### src/design/symbol_timing_recovery_loop_top_defines.svh
// Assertion macros for the front end of the symbol timing recovery loop.
`ifndef SYMBOL_TIMING_RECOVERY_LOOP_TOP_DEFINES_SVH
`define SYMBOL_TIMING_RECOVERY_LOOP_TOP_DEFINES_SVH

// Same-cycle implication, sampled on clk and disabled while rst_n is low.
`define STRL_ASSERT_IMPL(label, ante, cons, msg) \
    label: assert property (@(posedge clk) disable iff (!rst_n) (ante) |-> (cons)) \
        else $error(msg);

// Next-cycle implication, sampled on clk and disabled while rst_n is low.
`define STRL_ASSERT_NEXT(label, ante, cons, msg) \
    label: assert property (@(posedge clk) disable iff (!rst_n) (ante) |=> (cons)) \
        else $error(msg);

`endif

### src/design/strl_pkg.sv
// Types and constants shared by the symbol timing recovery loop modules.
package strl_pkg;

    typedef logic signed [15:0] sample_t;
    typedef logic signed [19:0] phase_t;
    typedef logic signed [15:0] offset_t;
    typedef logic signed [31:0] error_t;
    typedef logic signed [15:0] gain_t;
    typedef logic signed [20:0] interp_t;

    localparam int SamplesPerSymbol = 4;

    localparam logic signed [20:0] MuOne = 21'sd65536;
    localparam phase_t  InitialPhaseReset = 20'sd11141;
    localparam gain_t   LoopGainReset     = 16'sd655;
    localparam offset_t OffsetMax         = 16'sh7FFF;
    localparam offset_t OffsetMin         = 16'sh8000;

    // Register index as decoded from paddr[2].
    localparam logic RegInitialPhase = 1'b0;
    localparam logic RegLoopGain     = 1'b1;

    // One symbol to work on: the four samples, the wrapped phase and offset.
    typedef struct packed {
        sample_t s0;
        sample_t s1;
        sample_t s2;
        sample_t s3;
        phase_t  mu;
        offset_t off;
    } job_t;

    // New phase handed back from the back end when a symbol completes.
    typedef struct packed {
        logic   valid;
        phase_t mu;
    } commit_t;

    // Phase load from a write of the initial phase register.
    typedef struct packed {
        logic   valid;
        phase_t value;
    } phase_load_t;

endpackage

### src/design/strl_back.sv
// Back end: interpolation, timing error, averaging, phase update and result register.
module strl_back #(
    parameter int AVERAGE_LENGTH = 5
) (
    input  logic               clk,
    input  logic               rst_n,
    input  logic               q_valid,
    input  strl_pkg::job_t     q_job,
    output logic               q_pop,
    input  strl_pkg::gain_t    loop_gain,
    output strl_pkg::commit_t  commit,
    output strl_pkg::offset_t  timing_offset,
    output strl_pkg::phase_t   timing_phase,
    output strl_pkg::error_t   timing_error,
    output logic               result_valid,
    input  logic               result_stall
);

    localparam int SlotW     = (AVERAGE_LENGTH > 1) ? $clog2(AVERAGE_LENGTH) : 1;
    localparam int RemW      = SlotW;
    localparam int SumW      = 32 + $clog2(AVERAGE_LENGTH);
    localparam int MagW      = ((SumW + 7) / 8) * 8;
    localparam int DivSteps  = MagW / 8;
    localparam int DivCntW   = (DivSteps > 1) ? $clog2(DivSteps) : 1;
    localparam int LastSlotI = AVERAGE_LENGTH - 1;
    localparam int LastStepI = DivSteps - 1;
    localparam int DivisorI  = AVERAGE_LENGTH;
    localparam logic [RemW:0] Divisor = DivisorI[RemW:0];

    typedef enum logic [8:0] {
        ST_IDLE   = 9'b000000001,
        ST_INTERP = 9'b000000010,
        ST_ERR    = 9'b000000100,
        ST_HIST   = 9'b000001000,
        ST_ABS    = 9'b000010000,
        ST_DIV    = 9'b000100000,
        ST_SIGN   = 9'b001000000,
        ST_GAIN   = 9'b010000000,
        ST_UPD    = 9'b100000000
    } back_state_t;

    back_state_t           state_reg, state_next;
    strl_pkg::job_t        job_reg;
    strl_pkg::interp_t     ip_reg [0:2];
    logic [1:0]            idx_reg,  idx_next;
    strl_pkg::error_t      err_reg;
    logic signed [SumW-1:0] sum_reg, sum_next;
    strl_pkg::error_t      hist_reg [0:AVERAGE_LENGTH-1];
    logic [SlotW-1:0]      slot_reg, slot_next;
    logic [MagW-1:0]       mag_reg,  mag_next;
    logic [RemW-1:0]       rem_reg,  rem_next;
    logic [DivCntW-1:0]    dcnt_reg, dcnt_next;
    logic                  neg_reg;
    strl_pkg::error_t      avg_reg;
    logic signed [47:0]    gprod_reg;
    logic                  out_valid_reg, out_valid_next;
    strl_pkg::offset_t     out_off_reg;
    strl_pkg::phase_t      out_mu_reg;
    strl_pkg::error_t      out_err_reg;

    strl_pkg::sample_t     ia, ib;
    strl_pkg::phase_t      mu_w;
    logic signed [16:0]    idiff;
    logic signed [36:0]    iprod;
    logic [37:0]           iacc;
    strl_pkg::interp_t     ip0, ip1, ip2;
    logic signed [21:0]    ipd;
    logic signed [42:0]    eprod;
    strl_pkg::error_t      err_sat;
    strl_pkg::error_t      old_err;
    logic [SumW-1:0]       sum_abs;
    logic [MagW-1:0]       div_mag;
    logic [RemW-1:0]       div_rem;
    logic [31:0]           quo;
    logic signed [47:0]    gprod;
    logic [47:0]           step_acc;
    strl_pkg::phase_t      step;
    logic signed [21:0]    mu_sum;
    strl_pkg::phase_t      mu_sat;
    logic                  out_free;

    assign mu_w = job_reg.mu;
    assign ip0  = ip_reg[0];
    assign ip1  = ip_reg[1];
    assign ip2  = ip_reg[2];

    // One interpolant per cycle through the shared multiplier, rounded half up.
    always_comb
    begin
        case (idx_reg)
            2'd0:
            begin
                ia = job_reg.s0;
                ib = job_reg.s1;
            end
            2'd1:
            begin
                ia = job_reg.s1;
                ib = job_reg.s2;
            end
            default:
            begin
                ia = job_reg.s2;
                ib = job_reg.s3;
            end
        endcase
        idiff = 17'(ib) - 17'(ia);
        iprod = mu_w * idiff;
        iacc  = {{6{ia[15]}}, ia, 16'h0000} + {iprod[36], iprod} + 38'd32768;
    end

    // Timing error, saturated to 32 bits.
    always_comb
    begin
        ipd   = 22'(ip2) - 22'(ip0);
        eprod = ipd * ip1;
        if (eprod[42:31] == {12{eprod[42]}})
        begin
            err_sat = eprod[31:0];
        end
        else if (eprod[42])
        begin
            err_sat = 32'sh80000000;
        end
        else
        begin
            err_sat = 32'sh7FFFFFFF;
        end
    end

    // Running sum of the error history and its magnitude.
    assign old_err  = hist_reg[slot_reg];
    assign sum_next = sum_reg - SumW'(old_err) + SumW'(err_reg);
    assign sum_abs  = sum_reg[SumW-1] ? (~sum_reg + 1'b1) : sum_reg;

    // Eight quotient bits a cycle of the restoring division by the average length.
    always_comb
    begin
        logic [RemW:0] part;
        div_mag = mag_reg;
        div_rem = rem_reg;
        for (int b = 0; b < 8; b++)
        begin
            part    = {div_rem, div_mag[MagW-1]};
            div_mag = {div_mag[MagW-2:0], 1'b0};
            if (part >= Divisor)
            begin
                part       = part - Divisor;
                div_mag[0] = 1'b1;
            end
            div_rem = part[RemW-1:0];
        end
    end

    assign quo   = mag_reg[31:0];
    assign gprod = avg_reg * loop_gain;

    // Phase step rounded half up, then the saturated phase.
    always_comb
    begin
        step_acc = gprod_reg + 48'd134217728;
        step     = step_acc[47:28];
        mu_sum   = 22'(mu_w) + 22'(step);
        if (mu_sum[21:19] == {3{mu_sum[21]}})
        begin
            mu_sat = mu_sum[19:0];
        end
        else if (mu_sum[21])
        begin
            mu_sat = 20'sh80000;
        end
        else
        begin
            mu_sat = 20'sh7FFFF;
        end
    end

    assign out_free = !out_valid_reg || !result_stall;
    assign q_pop    = (state_reg == ST_IDLE) && q_valid;

    assign commit.valid = (state_reg == ST_UPD) && out_free;
    assign commit.mu    = mu_sat;

    assign result_valid  = out_valid_reg;
    assign timing_offset = out_off_reg;
    assign timing_phase  = out_mu_reg;
    assign timing_error  = out_err_reg;

    always_comb
    begin
        state_next     = state_reg;
        idx_next       = idx_reg;
        slot_next      = slot_reg;
        mag_next       = mag_reg;
        rem_next       = rem_reg;
        dcnt_next      = dcnt_reg;
        out_valid_next = out_valid_reg && result_stall;
        case (state_reg)
            ST_IDLE:
            begin
                if (q_valid)
                begin
                    idx_next   = 2'd0;
                    state_next = ST_INTERP;
                end
            end
            ST_INTERP:
            begin
                idx_next = idx_reg + 2'd1;
                if (idx_reg == 2'd2)
                begin
                    state_next = ST_ERR;
                end
            end
            ST_ERR:
            begin
                state_next = ST_HIST;
            end
            ST_HIST:
            begin
                if (slot_reg == LastSlotI[SlotW-1:0])
                begin
                    slot_next = '0;
                end
                else
                begin
                    slot_next = slot_reg + 1'b1;
                end
                state_next = ST_ABS;
            end
            ST_ABS:
            begin
                mag_next   = MagW'(sum_abs);
                rem_next   = '0;
                dcnt_next  = '0;
                state_next = ST_DIV;
            end
            ST_DIV:
            begin
                mag_next  = div_mag;
                rem_next  = div_rem;
                dcnt_next = dcnt_reg + 1'b1;
                if (dcnt_reg == LastStepI[DivCntW-1:0])
                begin
                    state_next = ST_SIGN;
                end
            end
            ST_SIGN:
            begin
                state_next = ST_GAIN;
            end
            ST_GAIN:
            begin
                state_next = ST_UPD;
            end
            ST_UPD:
            begin
                if (out_free)
                begin
                    out_valid_next = 1'b1;
                    state_next     = ST_IDLE;
                end
            end
            default:
            begin
                state_next = ST_IDLE;
            end
        endcase
    end

    // Working payload registers.
    always_ff @(posedge clk)
    begin
        if (q_pop)
        begin
            job_reg <= q_job;
        end
        if (state_reg == ST_INTERP)
        begin
            ip_reg[idx_reg] <= iacc[36:16];
        end
        if (state_reg == ST_ERR)
        begin
            err_reg <= err_sat;
        end
        if (state_reg == ST_ABS)
        begin
            neg_reg <= sum_reg[SumW-1];
        end
        if (state_reg == ST_SIGN)
        begin
            avg_reg <= neg_reg ? (~quo + 32'd1) : quo;
        end
        if (state_reg == ST_GAIN)
        begin
            gprod_reg <= gprod;
        end
        if (commit.valid)
        begin
            out_off_reg <= job_reg.off;
            out_mu_reg  <= mu_sat;
            out_err_reg <= err_reg;
        end
        mag_reg <= mag_next;
        rem_reg <= rem_next;
    end

    always_ff @(posedge clk or negedge rst_n)
    begin
        if (!rst_n)
        begin
            state_reg     <= ST_IDLE;
            idx_reg       <= '0;
            slot_reg      <= '0;
            sum_reg       <= '0;
            dcnt_reg      <= '0;
            out_valid_reg <= 1'b0;
            for (int i = 0; i < AVERAGE_LENGTH; i++)
            begin
                hist_reg[i] <= '0;
            end
        end
        else
        begin
            state_reg     <= state_next;
            idx_reg       <= idx_next;
            slot_reg      <= slot_next;
            dcnt_reg      <= dcnt_next;
            out_valid_reg <= out_valid_next;
            if (state_reg == ST_HIST)
            begin
                sum_reg            <= sum_next;
                hist_reg[slot_reg] <= err_reg;
            end
        end
    end

endmodule

### config.mk
export PLATFORM = sky130hd
export DESIGN_NAME = strl_back
export DESIGN_NICKNAME = d
export VERILOG_FILES = /design/src/design/symbol_timing_recovery_loop_top_defines.svh /design/src/design/strl_pkg.sv /design/src/design/strl_back.sv
export SDC_FILE = /design/constraint.sdc
export NUM_CORES = 2
export LEC_CHECK = 0
export ABC_AREA = 1
export CAP_MARGIN = 40
export CORE_UTILIZATION = 54
export CTS_BUF_LIST = sky130_fd_sc_hd__clkbuf_8
export DETAILED_ROUTE_END_ITERATION = 8
export DONT_BUFFER_PORTS = 1
export GPL_TIMING_DRIVEN = 0
export PLACE_DENSITY = 0.71
export SYNTH_ARGS = -nofsm -noshare
export SYNTH_HDL_FRONTEND = slang
export SYNTH_SLANG_ARGS = --single-unit
export TNS_END_PERCENT = 50
### constraint.sdc
create_clock -name clk -period 15.8 [get_ports clk]
set_clock_uncertainty 0.15 [all_clocks]
set_input_delay 4.74 -clock clk [delete_from_list [all_inputs] [get_ports clk]]
set_output_delay 4.74 -clock clk [all_outputs]
set_load 0.03 [all_outputs]
==> key figures <==
Clock tree
  – TritonCTS Sinks: 573
  – CTS tree: done
  – Root Buffer: clkbuf_8
  – Worst-path clk slew: 0.06 ns
  – Setup bufs post-CTS: 0
  – Hold_buf cts: 0
  – Clk_lat worst skew: 0.85 ns
  – TritonCTS Buffers: 100
  – CTS resizes: 0
  – Max H-tree Level: 3
  – Clock Tree Buf Depth: 3

Critical path
  – Startpoint types: flop
  – Worst R2R Path Depth: 53
  – Worst Path Buf+Inv: 13
  – Crit path max-delay family: adder cells
  – Stages on worst setup path: 53
  – Crit path launch: idx_reg[1]
  – Worst r2r dst: ip_reg[0][20]
  – Setup slack, reg-to-reg: 2.79 ns
  – Worst Path Max Fanout: 10
  – Most used cell, CP: nand2_1
  – Crit end category: flop
  – Worst R2R Start: idx_reg[1]
  – Critical-path top delay cell: o221ai_1
  – Data arrival, critical path: 13.44 ns
  – Critical Path RT: 16.23 ns
  – Crit path capture: ip_reg[0][20]
  – Critical path class: reg -> reg
  – CP peak stage delay: 0.77 ns

Layout
  – Multi-input logic area: 50,400 um2
  – Register Area: 16,140 um2
  – Largest register FFs: 160
  – Area grow syn2layout: 6.443%
  – Fill count: 12,260
  – Share of layout cells above drive strength 1: 3.606%
  – Total Nets Final: 10,560
  – Post-Route Utilization: 58.22%

Floorplanning
  – DIE AREA: 141,300 um2
  – Die Ht: 375.9 um
  – # rows: 136
  – Io pins: 211
  – Starting density of the core: 54.70%
  – Die X: 375.9 um
  – Core area: 138,000 um2

Global routing
  – GRT Overall Usage: 30.88%
  – Vias in the first global route: 60,100
  – Global-route wire length before repair: 334.5 mm
  – Number of antenna violations at the first check in global routing: 4
  – Largest net degree at the start of global routing: 214
  – Grt total ovfl: 0

Placed design
  – Number of port buffers: 0
  – RD Place Congestion: 0.9807
  – Post-DP HPWL: 175.7 mm

STA
  – RSZ-0062 raised after global routing: no
  – Slew headroom: 35.87%
  – Max-slew violations: 0
  – Final min period: 13.01 ns
  – Max Clk Rate: 76.89 MHz
  – Fin. Hold Viols: 0
  – Slew @ Worst Pin: 0.9619 ns
  – Endpoints failing setup: 0
  – Tcrit/Tclk final: 82.32%

Detailed routing
  – DRC: 0
  – Vias: 57,540
  – Antenna-violating nets left: 0
  – DR iter-0 viols: 5,247
  – Total Wirelength: 210.2 mm
  – Drt pass-1 iters: 6
  – Drt wl/cell: 19.88 um
  – Vias per inst: 5.440

Synthesis
  – EDFF count, synth: 360
  – Post-synth net total: 10,420
  – Netlist cell types: 59
  – Register area share after synthesis: 21.39%
  – Async SR Flop Fraction: 37.17%
  – Netlist Area Pre-Place: 75,480 um2
  – Mean area per synthesized cell: 8.897 um2
  – Syn Inst Count: 8,484
  – Synthesized flop and latch total: 573
  – Synth warn: 0
  – Most used DFF post-synth: edfxtp_1

Hold path
  – Min-Delay Path Class: reg -> reg

Run status
  – Status: finished, final reports clean

Job
  – Max-Cap Viols: 0
-- stage by stage --
| step | hold slack, ns | cell area [um2] | worst slack (ns) | std cells | setup TNS (ns) |
|---|---|---|---|---|---|
| after floorplan | 0.2503 | 75480 | 1.633 | 8484 | 0 |
| final | 0.2717 | 80340 | 2.794 | 10580 | 0 |
| after global routing | 0.2828 | 80340 | 2.252 | 10570 | 0 |
| after global placement | 0.2503 | 77810 | -1.746 | 10350 | -1.890 |
| after detailed placement | 0.2563 | 78240 | 2.939 | 10390 | 0 |
| after CTS | 0.2734 | 80320 | 2.972 | 10570 | 0 |
-- area by class of cell --
cell class	count	share of cell area [%]
Multi-Input combinational cell	5531	62.73
Sequential cell	573	20.09
Inverter	2111	9.862
Tap cell	1863	2.901
Clock buffer	110	1.884
Buffer	269	1.308
Clock inverter	75	0.7132
Timing Repair Buffer	39	0.4937
Antenna cell	5	0.01557
-- per-layer routing --
| layer | wire length, um | share of wire, % | track usage, % | vias up |
|---|---|---|---|---|
| li1 | - | - | - | 25740 |
| met1 | 85180 | 41 | 41.59 | 28870 |
| met2 | 97690 | 46 | 49.77 | 2468 |
| met3 | 18160 | 8.6 | 5.504 | 459 |
| met4 | 9173 | 4.4 | 12.24 | 0 |
| met5 | 0 | 0 | 0 | - |
-- worst register-to-register path: cells and delay by family, from the launching register on --
family	cells	cell delay, ns
flops	1	0.40
simple gates	17	1.80
compound gates	12	3.19
buf+inv	13	2.80
fa+ha+maj	10	3.96
xor+xnor	1	0.50
-- logic make-up (layout without fill, tap and decap cells) --
family	Yosys count	in the layout	synth area share (%)
AOI/OAI and AO/OA	799	799	5.974
adders and majority gates	1818	1818	43.70
buffers and inverters	2380	2604	11.89
DFF	573	573	21.39
and+or+nand+nor	2680	2680	14.31
xor gates and xnor gates	234	234	2.740
other	0	5	0
-- how the worst min path moves through the flow --
| stage | from | endpoint | slack [ns] | depth (start not counted) |
|---|---|---|---|---|
| after global placement | job_reg[5] | timing_offset[5] | 0.25 | 0 |
| after detailed placement | job_reg[3] | timing_offset[3] | 0.26 | 0 |
| after CTS | job_reg[14] | timing_offset[14] | 0.27 | 0 |
| after floorplan | job_reg[0] | timing_offset[0] | 0.25 | 0 |
| final | job_reg[14] | timing_offset[14] | 0.27 | 0 |
| after global routing | job_reg[6] | timing_offset[6] | 0.28 | 0 |
-- synthesized netlist by cell type (5+ instances only) --
cell type / number / area, um2
dfrtp_1: 212 / 5305
ha_1: 454 / 5680
a31oi_1: 36 / 225.2
o21ai_0: 334 / 1672
a21o_1: 22 / 165.2
o31ai_1: 10 / 75.07
a21oi_1: 251 / 1256
nor2_1: 527 / 1978
xor2_1: 149 / 1305
clkinv_1: 18 / 67.56
nand3b_1: 6 / 45.04
nand2_2: 5 / 31.28
xnor2_1: 84 / 735.7
clkbuf_1: 249 / 934.7
o221ai_1: 7 / 61.31
o21a_1: 7 / 52.55
a211oi_1: 5 / 37.54
a21boi_0: 8 / 60.06
or2_2: 78 / 488.0
nor4_1: 21 / 131.4
nand4_1: 62 / 387.9
inv_1: 2092 / 7853
edfxtp_1: 360 / 10810
o211ai_1: 27 / 202.7
fa_1: 1364 / 27310
o21bai_1: 10 / 75.07
o21ai_1: 18 / 90.09
nand2_1: 1771 / 6648
a22oi_1: 31 / 232.7
a221oi_1: 9 / 78.83
nor3_1: 46 / 230.2
buf_2: 15 / 75.07
nand3_1: 152 / 760.7
-- cells in the final DEF, fill, tap and decap left out, types with 6 or more instances in the layout --
cell | netlist | routed
nand4_1 | 62 | 62
nand3_1 | 152 | 152
a221oi_1 | 9 | 9
nor2_1 | 527 | 523
bufinv_16 | 0 | 6
clkinv_2 | 0 | 18
o31ai_1 | 10 | 10
o211ai_1 | 27 | 27
xnor2_1 | 84 | 84
clkinv_1 | 18 | 37
clkbuf_1 | 249 | 249
o21ai_1 | 18 | 18
a21o_1 | 22 | 22
clkbuf_8 | 0 | 110
fa_1 | 1364 | 1364
nand3b_1 | 6 | 6
nor3_1 | 46 | 44
or2_2 | 78 | 78
nor4_1 | 21 | 21
a21oi_1 | 251 | 250
edfxtp_1 | 360 | 360
buf_2 | 15 | 32
ha_1 | 454 | 454
a31oi_1 | 36 | 36
nand2_1 | 1771 | 1771
o21ai_0 | 334 | 334
o221ai_1 | 7 | 7
a22oi_1 | 31 | 31
dfrtp_1 | 212 | 212
o21a_1 | 7 | 7
inv_1 | 2092 | 2109
buf_12 | 0 | 8
buf_4 | 0 | 9
a21boi_0 | 8 | 8
o21bai_1 | 10 | 10
xor2_1 | 149 | 149
Power is left out: the tool's default activity adds up to more than one toggle a clock period on the data nets, which glitch-free logic cannot reach.
