File: src/design/symbol_timing_recovery_loop_top_defines.svh
// Assertion macros for the front end of the symbol timing recovery loop.
`ifndef SYMBOL_TIMING_RECOVERY_LOOP_TOP_DEFINES_SVH
`define SYMBOL_TIMING_RECOVERY_LOOP_TOP_DEFINES_SVH

// Same-cycle implication, sampled on clk and disabled while rst_n is low.
`define STRL_ASSERT_IMPL(label, ante, cons, msg) \
    label: assert property (@(posedge clk) disable iff (!rst_n) (ante) |-> (cons)) \
        else $error(msg);

// Next-cycle implication, sampled on clk and disabled while rst_n is low.
`define STRL_ASSERT_NEXT(label, ante, cons, msg) \
    label: assert property (@(posedge clk) disable iff (!rst_n) (ante) |=> (cons)) \
        else $error(msg);

`endif

File: src/design/strl_pkg.sv
// Types and constants shared by the symbol timing recovery loop modules.
package strl_pkg;

    typedef logic signed [15:0] sample_t;
    typedef logic signed [19:0] phase_t;
    typedef logic signed [15:0] offset_t;
    typedef logic signed [31:0] error_t;
    typedef logic signed [15:0] gain_t;
    typedef logic signed [20:0] interp_t;

    localparam int SamplesPerSymbol = 4;

    localparam logic signed [20:0] MuOne = 21'sd65536;
    localparam phase_t  InitialPhaseReset = 20'sd11141;
    localparam gain_t   LoopGainReset     = 16'sd655;
    localparam offset_t OffsetMax         = 16'sh7FFF;
    localparam offset_t OffsetMin         = 16'sh8000;

    // Register index as decoded from paddr[2].
    localparam logic RegInitialPhase = 1'b0;
    localparam logic RegLoopGain     = 1'b1;

    // One symbol to work on: the four samples, the wrapped phase and offset.
    typedef struct packed {
        sample_t s0;
        sample_t s1;
        sample_t s2;
        sample_t s3;
        phase_t  mu;
        offset_t off;
    } job_t;

    // New phase handed back from the back end when a symbol completes.
    typedef struct packed {
        logic   valid;
        phase_t mu;
    } commit_t;

    // Phase load from a write of the initial phase register.
    typedef struct packed {
        logic   valid;
        phase_t value;
    } phase_load_t;

endpackage

File: src/design/strl_queue.sv
// Two-entry queue of symbol jobs between the front and back ends.
module strl_queue (
    input  logic           clk,
    input  logic           rst_n,
    input  logic           push,
    input  strl_pkg::job_t push_job,
    output logic           ready,
    input  logic           pop,
    output logic           valid,
    output strl_pkg::job_t pop_job
);

    strl_pkg::job_t entry_reg [0:1];
    logic           wr_ptr_reg, wr_ptr_next;
    logic           rd_ptr_reg, rd_ptr_next;
    logic [1:0]     count_reg,  count_next;

    assign ready   = (count_reg != 2'd2);
    assign valid   = (count_reg != 2'd0);
    assign pop_job = entry_reg[rd_ptr_reg];

    always_comb
    begin
        wr_ptr_next = wr_ptr_reg;
        rd_ptr_next = rd_ptr_reg;
        count_next  = count_reg;
        if (push)
        begin
            wr_ptr_next = !wr_ptr_reg;
        end
        if (pop)
        begin
            rd_ptr_next = !rd_ptr_reg;
        end
        case ({push, pop})
            2'b10:   count_next = count_reg + 2'd1;
            2'b01:   count_next = count_reg - 2'd1;
            default: count_next = count_reg;
        endcase
    end

    always_ff @(posedge clk)
    begin
        if (push)
        begin
            entry_reg[wr_ptr_reg] <= push_job;
        end
    end

    always_ff @(posedge clk or negedge rst_n)
    begin
        if (!rst_n)
        begin
            wr_ptr_reg <= 1'b0;
            rd_ptr_reg <= 1'b0;
            count_reg  <= '0;
        end
        else
        begin
            wr_ptr_reg <= wr_ptr_next;
            rd_ptr_reg <= rd_ptr_next;
            count_reg  <= count_next;
        end
    end

endmodule

File: config.mk
export PLATFORM = sky130hd
export DESIGN_NAME = strl_queue
export DESIGN_NICKNAME = d
export VERILOG_FILES = /design/src/design/symbol_timing_recovery_loop_top_defines.svh /design/src/design/strl_pkg.sv /design/src/design/strl_queue.sv
export SDC_FILE = /design/constraint.sdc
export NUM_CORES = 1
export LEC_CHECK = 0
export BUFFER_PORTS_ARGS = -buffer_cell sky130_fd_sc_hd__clkbuf_2
export CAP_MARGIN = 20
export CORE_UTILIZATION = 35
export CTS_CLUSTER_DIAMETER = 40
export DETAILED_ROUTE_END_ITERATION = 10
export SLEW_MARGIN = 15
export SYNTH_ARGS = -nofsm -noshare
export SYNTH_HDL_FRONTEND = slang
export SYNTH_SLANG_ARGS = --single-unit
File: constraint.sdc
create_clock -name clk -period 11.9 [get_ports clk]
set_input_delay 1.19 -clock clk [delete_from_list [all_inputs] [get_ports clk]]
set_output_delay 1.19 -clock clk [all_outputs]
set_load 0.005 [all_outputs]
==> results of run 1 <==
## worst max-delay path, stage by stage (launching register included)
cell and delay [ns]:
dfrtp_4 0.92, buf_4 0.52, buf_16 0.30, mux2_2 0.39, clkbuf_2 0.12
## Yosys cell counts (all sizes together)
cell type,count
edfxtp,200
xnor2,2
or2,1
inv,1
and2,1
buf,11
dfrtp,4
ha,1
nand2b,1
xor2,3
mux2,100
nor2,2
## area by class of cell
class | count | area, um^2 | area share [%]
Clock inverter | 20 | 215 | 2.13
Clock buffer | 33 | 783 | 7.74
Tap cell | 280 | 350 | 3.46
Timing Repair Buffer | 210 | 1100 | 10.8
Inverter | 1 | 3.75 | 0.0371
Sequential cell | 204 | 6110 | 60.4
Multi-Input combinational cell | 111 | 1560 | 15.4
## through the flow
stage | cell area, um^2 | cells | util [%] | total power [mW] | hold WS, ns
2_1_floorplan | 7850 | 327 | - | 1.51 | 0.456
3_3_place_gp | 9070 | 804 | 41.4 | 1.68 | 0.478
3_5_place_dp | 9090 | 805 | 41.5 | 1.70 | 0.472
4_1_cts | 10100 | 858 | 46.1 | 2.57 | 0.443
5_1_grt | 10100 | 859 | 46.2 | 2.65 | 0.443
6_report | 10100 | 859 | 46.2 | 2.53 | 0.466
## power by group through the flow
stage	Sequential [mW]	Clock, mW	Combinational [mW]
after floorplan	1.01	0	0.493
after global placement	1.04	0	0.638
after detailed placement	1.05	0	0.655
after CTS	1.04	0.875	0.656
after global routing	1.05	0.903	0.700
final	1.03	0.853	0.642
## how the worst max path moves through the flow
stage / start / to / slack [ns] / depth (start not counted)
floorplan: push / entry_reg[0][0]$_DFFE_PP_ / 5.90 / 2
global placement: rd_ptr_reg$_DFFE_PN0P_ / pop_job[91] / 8.16 / 3
detailed placement: rd_ptr_reg$_DFFE_PN0P_ / pop_job[92] / 8.08 / 3
CTS: rd_ptr_reg$_DFFE_PN0P_ / pop_job[92] / 7.51 / 3
global route: rd_ptr_reg$_DFFE_PN0P_ / pop_job[92] / 7.63 / 4
finish: rd_ptr_reg$_DFFE_PN0P_ / pop_job[92] / 7.79 / 4
## per-layer routing
layer  share of wire, %  wire length [um]
met4                2.1               302
met2                 50              7350
met3                8.9              1310
met5                  0                 0
met1                 39              5690
## cells by family (layout without fill, tap and decap cells)
kind of cell	after synthesis	in the layout	share of synthesized area, %
simple gates	5	5	0.335
flops	204	204	77.8
xor+xnor	5	5	0.558
fa+ha+maj	1	1	0.159
buf+inv	12	264	2.55
mux	100	100	18.6
==> results.md, run 1 <==
* Outcome: finished clean
* Hold Buf Count CTS at 0
* Core area at 21900 um^2
* TritonCTS buffer count at 30
* Setup CP Type: register to output pin
* Switching Share at 25.7%
* Routed wire length at 14600 um
* Die Ht at 152 um
* Sequential Power Share at 40.8%
* Number of remaining DRC errors at 0
* Fin crit share at 34.5%
* I/O pins at 206
* Worst slew pin tran at 0.889 ns
* Reg2reg end: entry_reg[1][12]$_DFFE_PP_
* Final setup viols at 0
* Slew Limit Fails at 0
* Syn_nets at 432
* Met3 Track Usage GR at 4.73%
* Final net count at 663
* Number of flip-flops in the largest register at 200
* Average routed wire per standard cell at 17.1 um
* Unique cell type count in the Yosys netlist at 15
* Number of max-cap violations at 0
* Largest net degree at the start of global routing at 63
* Top post-synthesis cells by area: edfxtp_1 76%, mux2_4 17%, buf_12 2.3%
* TritonCTS clock tree: yes
* CP max FO at 43
* Layout cell share with drive strength beyond 1 at 62.0%
* DPL Wire Length at 9580 um
* Critical path endpoint category: output pin
* Initial Util at 35.9%
* Power share of the combinational group at 25.4%
* Min-Delay Path Class: input pin to asynchronous set/reset pin
* Max clock buf depth at 3
* First drt pass iteration count at 4
* #FFs+latches synth at 204
* Worst skew pair latency at 0.52 ns
* Pwr/cell area at 250 nW/um^2
* Final worst slack at 7.79 ns
* CTS resizes at 0
* Clock transition at path regs at 0.05 ns
* Die X at 152 um
* Maximum vdd drop at 137 uV
* # rows at 54
* Filler instances at 1920
* Clock skew at 0.0173 ns
* Post-Syn Area at 7850 um^2
* Vias in the first global route at 4092
* Average size of a mapped cell at 24.0 um^2
* Launch point of the worst reg-to-reg path: wr_ptr_reg$_DFFE_PN0P_
* RSZ-0062 raised after global routing: no
* CP Launch Type: register
* Vias per cell at 4.43
* Worst r2r path cells at 2
* Iter 0 DRT Violations at 115
* Net switching power at 648 uW
* FMAX at 243 MHz
* Final min period at 4.11 ns
* Syn Inst Count at 327
* Syn. warnings at 0
* Arrival @ worst endpoint at 2.92 ns
* Synth top area share at 76.5%
* Worst endpoint required time at 10.71 ns
* Clock power share at 33.8%
* All-Layer GR Usage at 12.4%
* Gr busiest metal: met2
* Most common cell after layout, fill and taps aside: clkbuf_2
* Worst reg-to-reg setup slack at 9.67 ns
* Fin. Hold Viols at 0
* Internal Pwr Total at 1.88 mW
* # clock sinks at 204
* Leak at 4.10 nW
* Post-synthesis sequential area ratio at 77.8%
* Commonest non-fill, non-tap cells in the layout: 205 x clkbuf_2, 200 x edfxtp_1, 90 x mux2_4, 31 x clkbuf_16, 10 x mux2_2
* Synth-to-layout area growth at 28.8%
* Worst slack at placement at 8.08 ns
* GPL Wtd Cong at 0.683
* First-pass GRT wire length at 21500 um
* Slew HR at 40.8%
* Initial antenna violation count at 0
* Post-CTS Setup Bufs at 0
* Setup tns final at 0 ns
* M2 GR Usage at 21.5%
* Synth area leader: edfxtp_1
* Via count of the routed design at 3804
* Met1 Track Usage GR at 14.1%
* Ant diodes at 0
* DIE AREA at 23000 um^2
* Grt total ovfl at 0
* # port buffers at 205
* H-tree depth at 1
* Antenna viol nets, final at 0
* Root buffer cell: clkbuf_16
(Power assumes the default switching activity.)
==> run 2: changes to the inputs <==
==> constraint.sdc (replaced) <==
create_clock -name clk -period 3.35 [get_ports clk]
set_input_delay 0.335 -clock clk [delete_from_list [all_inputs] [get_ports clk]]
set_output_delay 0.335 -clock clk [all_outputs]
set_load 0.005 [all_outputs]
==> run 2 against run 1 <==
Effect of this change:
- count of clock-buffer cells in the layout unchanged
- non-clock buffer count is 64 higher
- worst hold slack got worse by 0.44 ns
- via count rose by 7.1%
- largest cell class unchanged
- clock skew down 0.0053 ns
- sequential power rose to 3.4 times the previous value
- final area increased by 5.0%
- die area unchanged
==> results.md, run 2 (synthesized netlist as in run 1, its figures left out) <==
* GPL Wtd Cong at 0.707 (was 0.683)
* CP max FO at 101 (was 43)
* Core area at 21900 um^2 (unchanged)
* H-tree depth at 1 (unchanged)
* Final min period at 2.42 ns
* Arrival @ worst endpoint at 2.08 ns (was 2.92 ns)
* Maximum vdd drop at 651 uV (was 137 uV)
* Fin crit share at 72.1%
* Slew HR at 49.0% (was 40.8%)
* # clock sinks at 204 (unchanged)
* Vias in the first global route at 4284 (was 4092)
* Via count of the routed design at 4073 (was 3804)
* FMAX at 414 MHz
* Critical path endpoint category: output pin (unchanged)
* Pwr/cell area at 815 nW/um^2 (was 250 nW/um^2)
* Worst skew pair latency at 0.52 ns (about the same)
* Filler instances at 1888 (was 1920)
* Design area at 10600 um^2 (was 10100 um^2)
* TritonCTS buffer count at 27 (was 30)
* DIE AREA at 23000 um^2 (unchanged)
* End-of-flow core utilization at 48.5% (was 46.2%)
* Setup tns final at 0 ns (unchanged)
* Outcome: finished clean (unchanged)
* Iter 0 DRT Violations at 111 (was 115)
* # port buffers at 205 (unchanged)
* Synth-to-layout area growth at 35.3% (was 28.8%)
* First drt pass iteration count at 4 (unchanged)
* TritonCTS clock tree: yes (unchanged)
* Root buffer cell: clkbuf_16 (unchanged)
* Max clock buf depth at 3 (unchanged)
* Cell Area, Placed at 9100 um^2 (was 9090 um^2)
* Final net count at 724 (was 663)
* Clock transition at path regs at 0.05 ns (about the same)
* Number of flip-flops in the largest register at 200 (unchanged)
* Total power at 8.66 mW (was 2.53 mW)
* Initial Util at 35.9% (unchanged)
* Average routed wire per standard cell at 15.6 um (was 17.1 um)
* Largest net degree at the start of global routing at 102 (was 63)
* Most common cell after layout, fill and taps aside: clkbuf_2 (unchanged)
* Vias per cell at 4.43 (about the same)
* Min-Delay Path Class: input pin to register (was input pin to asynchronous set/reset pin)
* Initial antenna violation count at 0 (unchanged)
* Number of max-cap violations at 0 (unchanged)
* Worst slew pin tran at 0.764 ns (was 0.889 ns)
* Antenna viol nets, final at 0 (unchanged)
* Final worst slack at 0.935 ns (was 7.79 ns)
* Slew Limit Fails at 0 (unchanged)
* CTS resizes at 0 (unchanged)
* Die Ht at 152 um (unchanged)
* Routed wire length at 14300 um (was 14600 um)
* Commonest non-fill, non-tap cells in the layout: 205 x clkbuf_2, 200 x edfxtp_1, 90 x mux2_4, 65 x dlygate4sd3_1, 27 x clkbuf_16 (was 205 x clkbuf_2, 200 x edfxtp_1, 90 x mux2_4, 31 x clkbuf_16, 10 x mux2_2)
* Layout cell share with drive strength beyond 1 at 55.7% (was 62.0%)
* Worst endpoint required time at 3.01 ns (was 10.71 ns)
* Clock skew at 0.0120 ns (was 0.0173 ns)
* RSZ-0062 raised after global routing: no (unchanged)
* All-Layer GR Usage at 12.0% (was 12.4%)
* CP Launch Type: register (unchanged)
* Final setup viols at 0 (unchanged)
* Number of remaining DRC errors at 0 (unchanged)
* Die X at 152 um (unchanged)
* Grt total ovfl at 0 (unchanged)
* Setup CP Type: register to output pin (unchanged)
* Worst slack at placement at 1.44 ns (was 8.08 ns)
* # rows at 54 (unchanged)
* I/O pins at 206 (unchanged)
* Fin. Hold Viols at 0 (unchanged)
* First-pass GRT wire length at 21300 um (was 21500 um)
* Ant diodes at 0 (unchanged)
* DPL Wire Length at 9100 um (was 9580 um)
* Leak at 4.32 nW (was 4.10 nW)
[run 2: cell count changes in the layout (fill, tap and decap cells not counted), sizes merged]
| cell | previous run | this run |
|---|---|---|
| buf | 5 | 4 |
| bufinv | 4 | 2 |
| clkinv | 9 | 6 |
| clkinvlp | 6 | 3 |
| dlygate4sd3 | 0 | 65 |
| inv | 2 | 6 |
[run 2: cell type report]
type                       count  area [um^2]  area share [%]
timing repair buffer         274         1730            16.3
tap                          280          350            3.30
multi-input combinational    111         1560            14.6
clock inverter                16          165            1.55
inverter                       1         3.75          0.0353
clock buffer                  33          708            6.67
sequential                   204         6110            57.5
[run 2: path summary, 6_finish.rpt]
path                                     startpoint                          to  slack, ns  depth (start not counted)
max in group asynchronous                     rst_n      rd_ptr_reg$_DFFE_PN0P_       3.03                          2
max reg2reg                  wr_ptr_reg$_DFFE_PN0P_  entry_reg[1][91]$_DFFE_PP_       1.48                          2
min reg2reg                count_reg[1]$_DFFE_PN0P_    count_reg[1]$_DFFE_PN0P_       0.50                          1
min in group asynchronous                     rst_n    count_reg[1]$_DFFE_PN0P_       0.17                          2
min                                    push_job[20]  entry_reg[0][20]$_DFFE_PP_       0.02                          1
max                          rd_ptr_reg$_DFFE_PN0P_                 pop_job[94]       0.93                          3
[run 2: critical path, cell delays in order (launching register included)]
cell,delay [ns]
dfrtp_4,0.41
buf_12,0.56
mux2_2,0.41
clkbuf_2,0.11
[run 2: per-stage QoR]
stage | instances | hold WS, ns
floorplan | 327 | 0.0394
global placement | 805 | 0.149
detailed placement | 805 | 0.154
CTS | 918 | 0.000150
global route | 919 | 0.000260
finish | 919 | 0.0211
[run 2: metal layers]
| metal | part of all wire (%) | global-route usage [%] |
|---|---|---|
| met1 | 39 | 14.2 |
| met2 | 51 | 20.9 |
| met3 | 7.9 | 3.41 |
| met4 | 1.9 | 3.91 |
| met5 | 0 | 0 |
[run 2: what timing repair did]
action                                 4_1_cts  5_1_grt
endpoints found under the hold margin      129        2
hold buffers                                64        1
setup buffers                                0        0
[run 2: report_power, final]
part | leakage, nW | switching, mW | internal, mW
Combinational | 1.97 | 1.09 | 1.33
Clock | 0.420 | 1.04 | 1.68
Sequential | 1.92 | 0.128 | 3.40
==> run 3: changes to the inputs <==
==> constraint.sdc (replaced) <==
create_clock -name clk -period 2.2 [get_ports clk]
set_input_delay 0.22 -clock clk [delete_from_list [all_inputs] [get_ports clk]]
set_output_delay 0.22 -clock clk [all_outputs]
set_load 0.005 [all_outputs]
==> run 3 against run 2 <==
Effect of this change:
- combinational power rose by 62%
- clock skew fell by 0.0019 ns
- global-route usage rose by 0.99 points
- clock power rose by 64%
- die area did not move
- non-clock buffer count rose by 47
- sequential share of layout area fell by 3.0 points
- power rose by 59%
- largest cell class unchanged
- critical path depth did not move
- count of clock-buffer cells in the layout fell by 4
==> results.md, run 3 (synthesized netlist as in run 1, its figures left out) <==
* Worst r2r path cells at 2 (unchanged)
* # rows at 54 (unchanged)
* Filler instances at 1795 (was 1888)
* Root buffer cell: clkbuf_16 (unchanged)
* Worst endpoint required time at 1.98 ns (was 3.01 ns)
* Ant diodes at 0 (unchanged)
* Total placed cells including tap cells at 813 (was 805)
* Slew Limit Fails at 0 (unchanged)
* Final net count at 772 (was 724)
* Die X at 152 um (unchanged)
* Switching Share at 26.3% (was 26.1%)
* Crit-path leading delay family: flip-flops (was buffers and inverters)
* Launch point of the worst reg-to-reg path: wr_ptr_reg$_DFFE_PN0P_ (unchanged)
* Max clock buf depth at 3 (unchanged)
* RSZ-0062 raised after global routing: no (unchanged)
* Internal Pwr Total at 10.2 mW (was 6.40 mW)
* CP Launch Type: register (unchanged)
* Leak at 4.57 nW (was 4.32 nW)
* Cell count along the critical path at 3 (unchanged)
* WHS at 0.0357 ns (was 0.0211 ns)
* Total power at 13.8 mW (was 8.66 mW)
* Cell Area, Placed at 9210 um^2 (was 9100 um^2)
* Initial Util at 35.9% (unchanged)
* Average routed wire per standard cell at 15.8 um (was 15.6 um)
* Net switching power at 3.62 mW (was 2.26 mW)
* Final setup viols at 0 (unchanged)
* Register area at 6110 um^2 (unchanged)
* DPL Wire Length at 9480 um (was 9100 um)
* Number of remaining DRC errors at 0 (unchanged)
* TritonCTS buffer count at 28 (was 27)
* Sequential Power Share at 39.3% (was 40.7%)
* All-Layer GR Usage at 13.0% (was 12.0%)
* First-pass GRT wire length at 22900 um (was 21300 um)
* Commonest non-fill, non-tap cells in the layout: 205 x clkbuf_2, 200 x edfxtp_1, 103 x dlygate4sd3_1, 90 x mux2_4, 29 x clkbuf_16 (was 205 x clkbuf_2, 200 x edfxtp_1, 90 x mux2_4, 65 x dlygate4sd3_1, 27 x clkbuf_16)
* CP peak stage delay at 0.59 ns (was 0.56 ns)
* TritonCTS clock tree: yes (unchanged)
* Setup CP Type: register to output pin (unchanged)
* H-tree depth at 1 (unchanged)
* Worst slew pin tran at 0.564 ns (was 0.764 ns)
* Routed wire length at 15300 um (was 14300 um)
* Crit. Startpoint: rd_ptr_reg$_DFFE_PN0P_ (unchanged)
* DIE AREA at 23000 um^2 (unchanged)
* Most common cell after layout, fill and taps aside: clkbuf_2 (unchanged)
* Worst skew pair latency at 0.52 ns (about the same)
* Final min period at 2.06 ns
* Slowest CP cell: dfrtp_4 (was buf_12)
* Maximum vdd drop at 732 uV (was 651 uV)
* Clock power share at 32.3% (was 31.3%)
* FMAX at 486 MHz
* Critical path endpoint category: output pin (unchanged)
* Die Ht at 152 um (unchanged)
* Final std cells w/o fill at 967 (was 919)
* Vias in the first global route at 4661 (was 4284)
* Initial antenna violation count at 0 (unchanged)
* Fin crit share at 93.5%
* Number of max-cap violations at 0 (unchanged)
* # port buffers at 205 (unchanged)
* CP bufs+invs at 2 (unchanged)
* First drt pass iteration count at 4 (unchanged)
* Setup crit end: pop_job[91] (was pop_job[94])
* Worst reg-to-reg setup slack at 0.76 ns (was 1.48 ns)
* Layout cell share with drive strength beyond 1 at 53.9% (was 55.7%)
* Antenna viol nets, final at 0 (unchanged)
* Via count of the routed design at 4261 (was 4073)
* Number of flip-flops in the largest register at 200 (unchanged)
* Largest net degree at the start of global routing at 60 (was 102)
* Synth-to-layout area growth at 42.7% (was 35.3%)
* Reg2reg end: entry_reg[1][31]$_DFFE_PP_ (was entry_reg[1][91]$_DFFE_PP_)
* Slew HR at 62.4% (was 49.0%)
* Fin. Hold Viols at 0 (unchanged)
* Design area at 11200 um^2 (was 10600 um^2)
* CP max FO at 13 (was 101)
* Arrival @ worst endpoint at 1.84 ns (was 2.08 ns)
* Clock transition at path regs at 0.06 ns (was 0.05 ns)
* Pwr/cell area at 1230 nW/um^2 (was 815 nW/um^2)
* Clock skew at 0.0101 ns (was 0.0120 ns)
* # clock sinks at 204 (unchanged)
* Grt total ovfl at 0 (unchanged)
* Vias per cell at 4.41 (was 4.43)
* Area of the multi-input gates at 1560 um^2 (unchanged)
* Crit-path cells: buf_4 > mux2_2 > clkbuf_2 (was buf_12 > mux2_2 > clkbuf_2)
* I/O pins at 206 (unchanged)
* GPL Wtd Cong at 0.714 (was 0.707)
* Iter 0 DRT Violations at 162 (was 111)
* Core area at 21900 um^2 (unchanged)
* Outcome: finished clean (unchanged)
* Min-Delay Path Class: input pin to asynchronous set/reset pin (was input pin to register)
* Power share of the combinational group at 28.4% (was 28.0%)
-- run 3: metrics by stage --
step	util [%]	TNS [ns]	worst slack, ns
after floorplan	-	-10.57	-0.106
after global placement	42.1	0	0.538
after detailed placement	42.1	0	0.509
after CTS	51.2	0	0.0953
after global routing	51.2	0	0.0469
final	51.2	0	0.143
-- run 3: final cells by class --
type / count / area share (%)
clock inverters: 21 / 2.01
repair buffers: 321 / 20.0
flip-flops and latches: 204 / 54.5
inverters: 1 / 0.0335
well taps: 280 / 3.13
clock buffers: 29 / 6.47
multi-input cells: 111 / 13.9
-- run 3: worst min-delay path by stage --
stage	startpoint	end	slack [ns]	cells past startpoint
global placement	rst_n	wr_ptr_reg$_DFFE_PN0P_	0.03	1
detailed placement	rst_n	wr_ptr_reg$_DFFE_PN0P_	0.04	1
floorplan	rst_n	count_reg[0]$_DFFE_PN0P_	-0.08	0
global route	rst_n	wr_ptr_reg$_DFFE_PN0P_	0.04	2
CTS	rst_n	wr_ptr_reg$_DFFE_PN0P_	0.03	2
finish	rst_n	wr_ptr_reg$_DFFE_PN0P_	0.04	2
-- run 3: routing by layer --
metal	wire, um	GRT usage (%)	up-vias
met5	0	0	-
met4	240	3.76	0
met3	1330	4.25	26
met2	8030	24.0	160
met1	5690	14.1	2090
li1	-	-	1985
-- run 3: power by group through the flow --
stage          Sequential [mW]  Clock [mW]  Combinational (mW)
2_1_floorplan             5.41           0                2.67
3_3_place_gp              5.51           0                3.72
3_5_place_dp              5.56           0                3.76
4_1_cts                   5.44        4.58                4.01
5_1_grt                   5.50        4.73                4.26
6_report                  5.42        4.45                3.92
-- run 3: worst register-to-register path: stages (launching register included) --
cell and delay [ns]:
dfrtp_1 0.42, and2_4 0.36, buf_12 0.30
-- run 3: what timing repair did --
item,CTS,global route
hold buffers,103,0
setup buffers,1,0
gates resized for setup,0,0
setup endpoints to repair,51,0
hold endpoints to repair,206,0
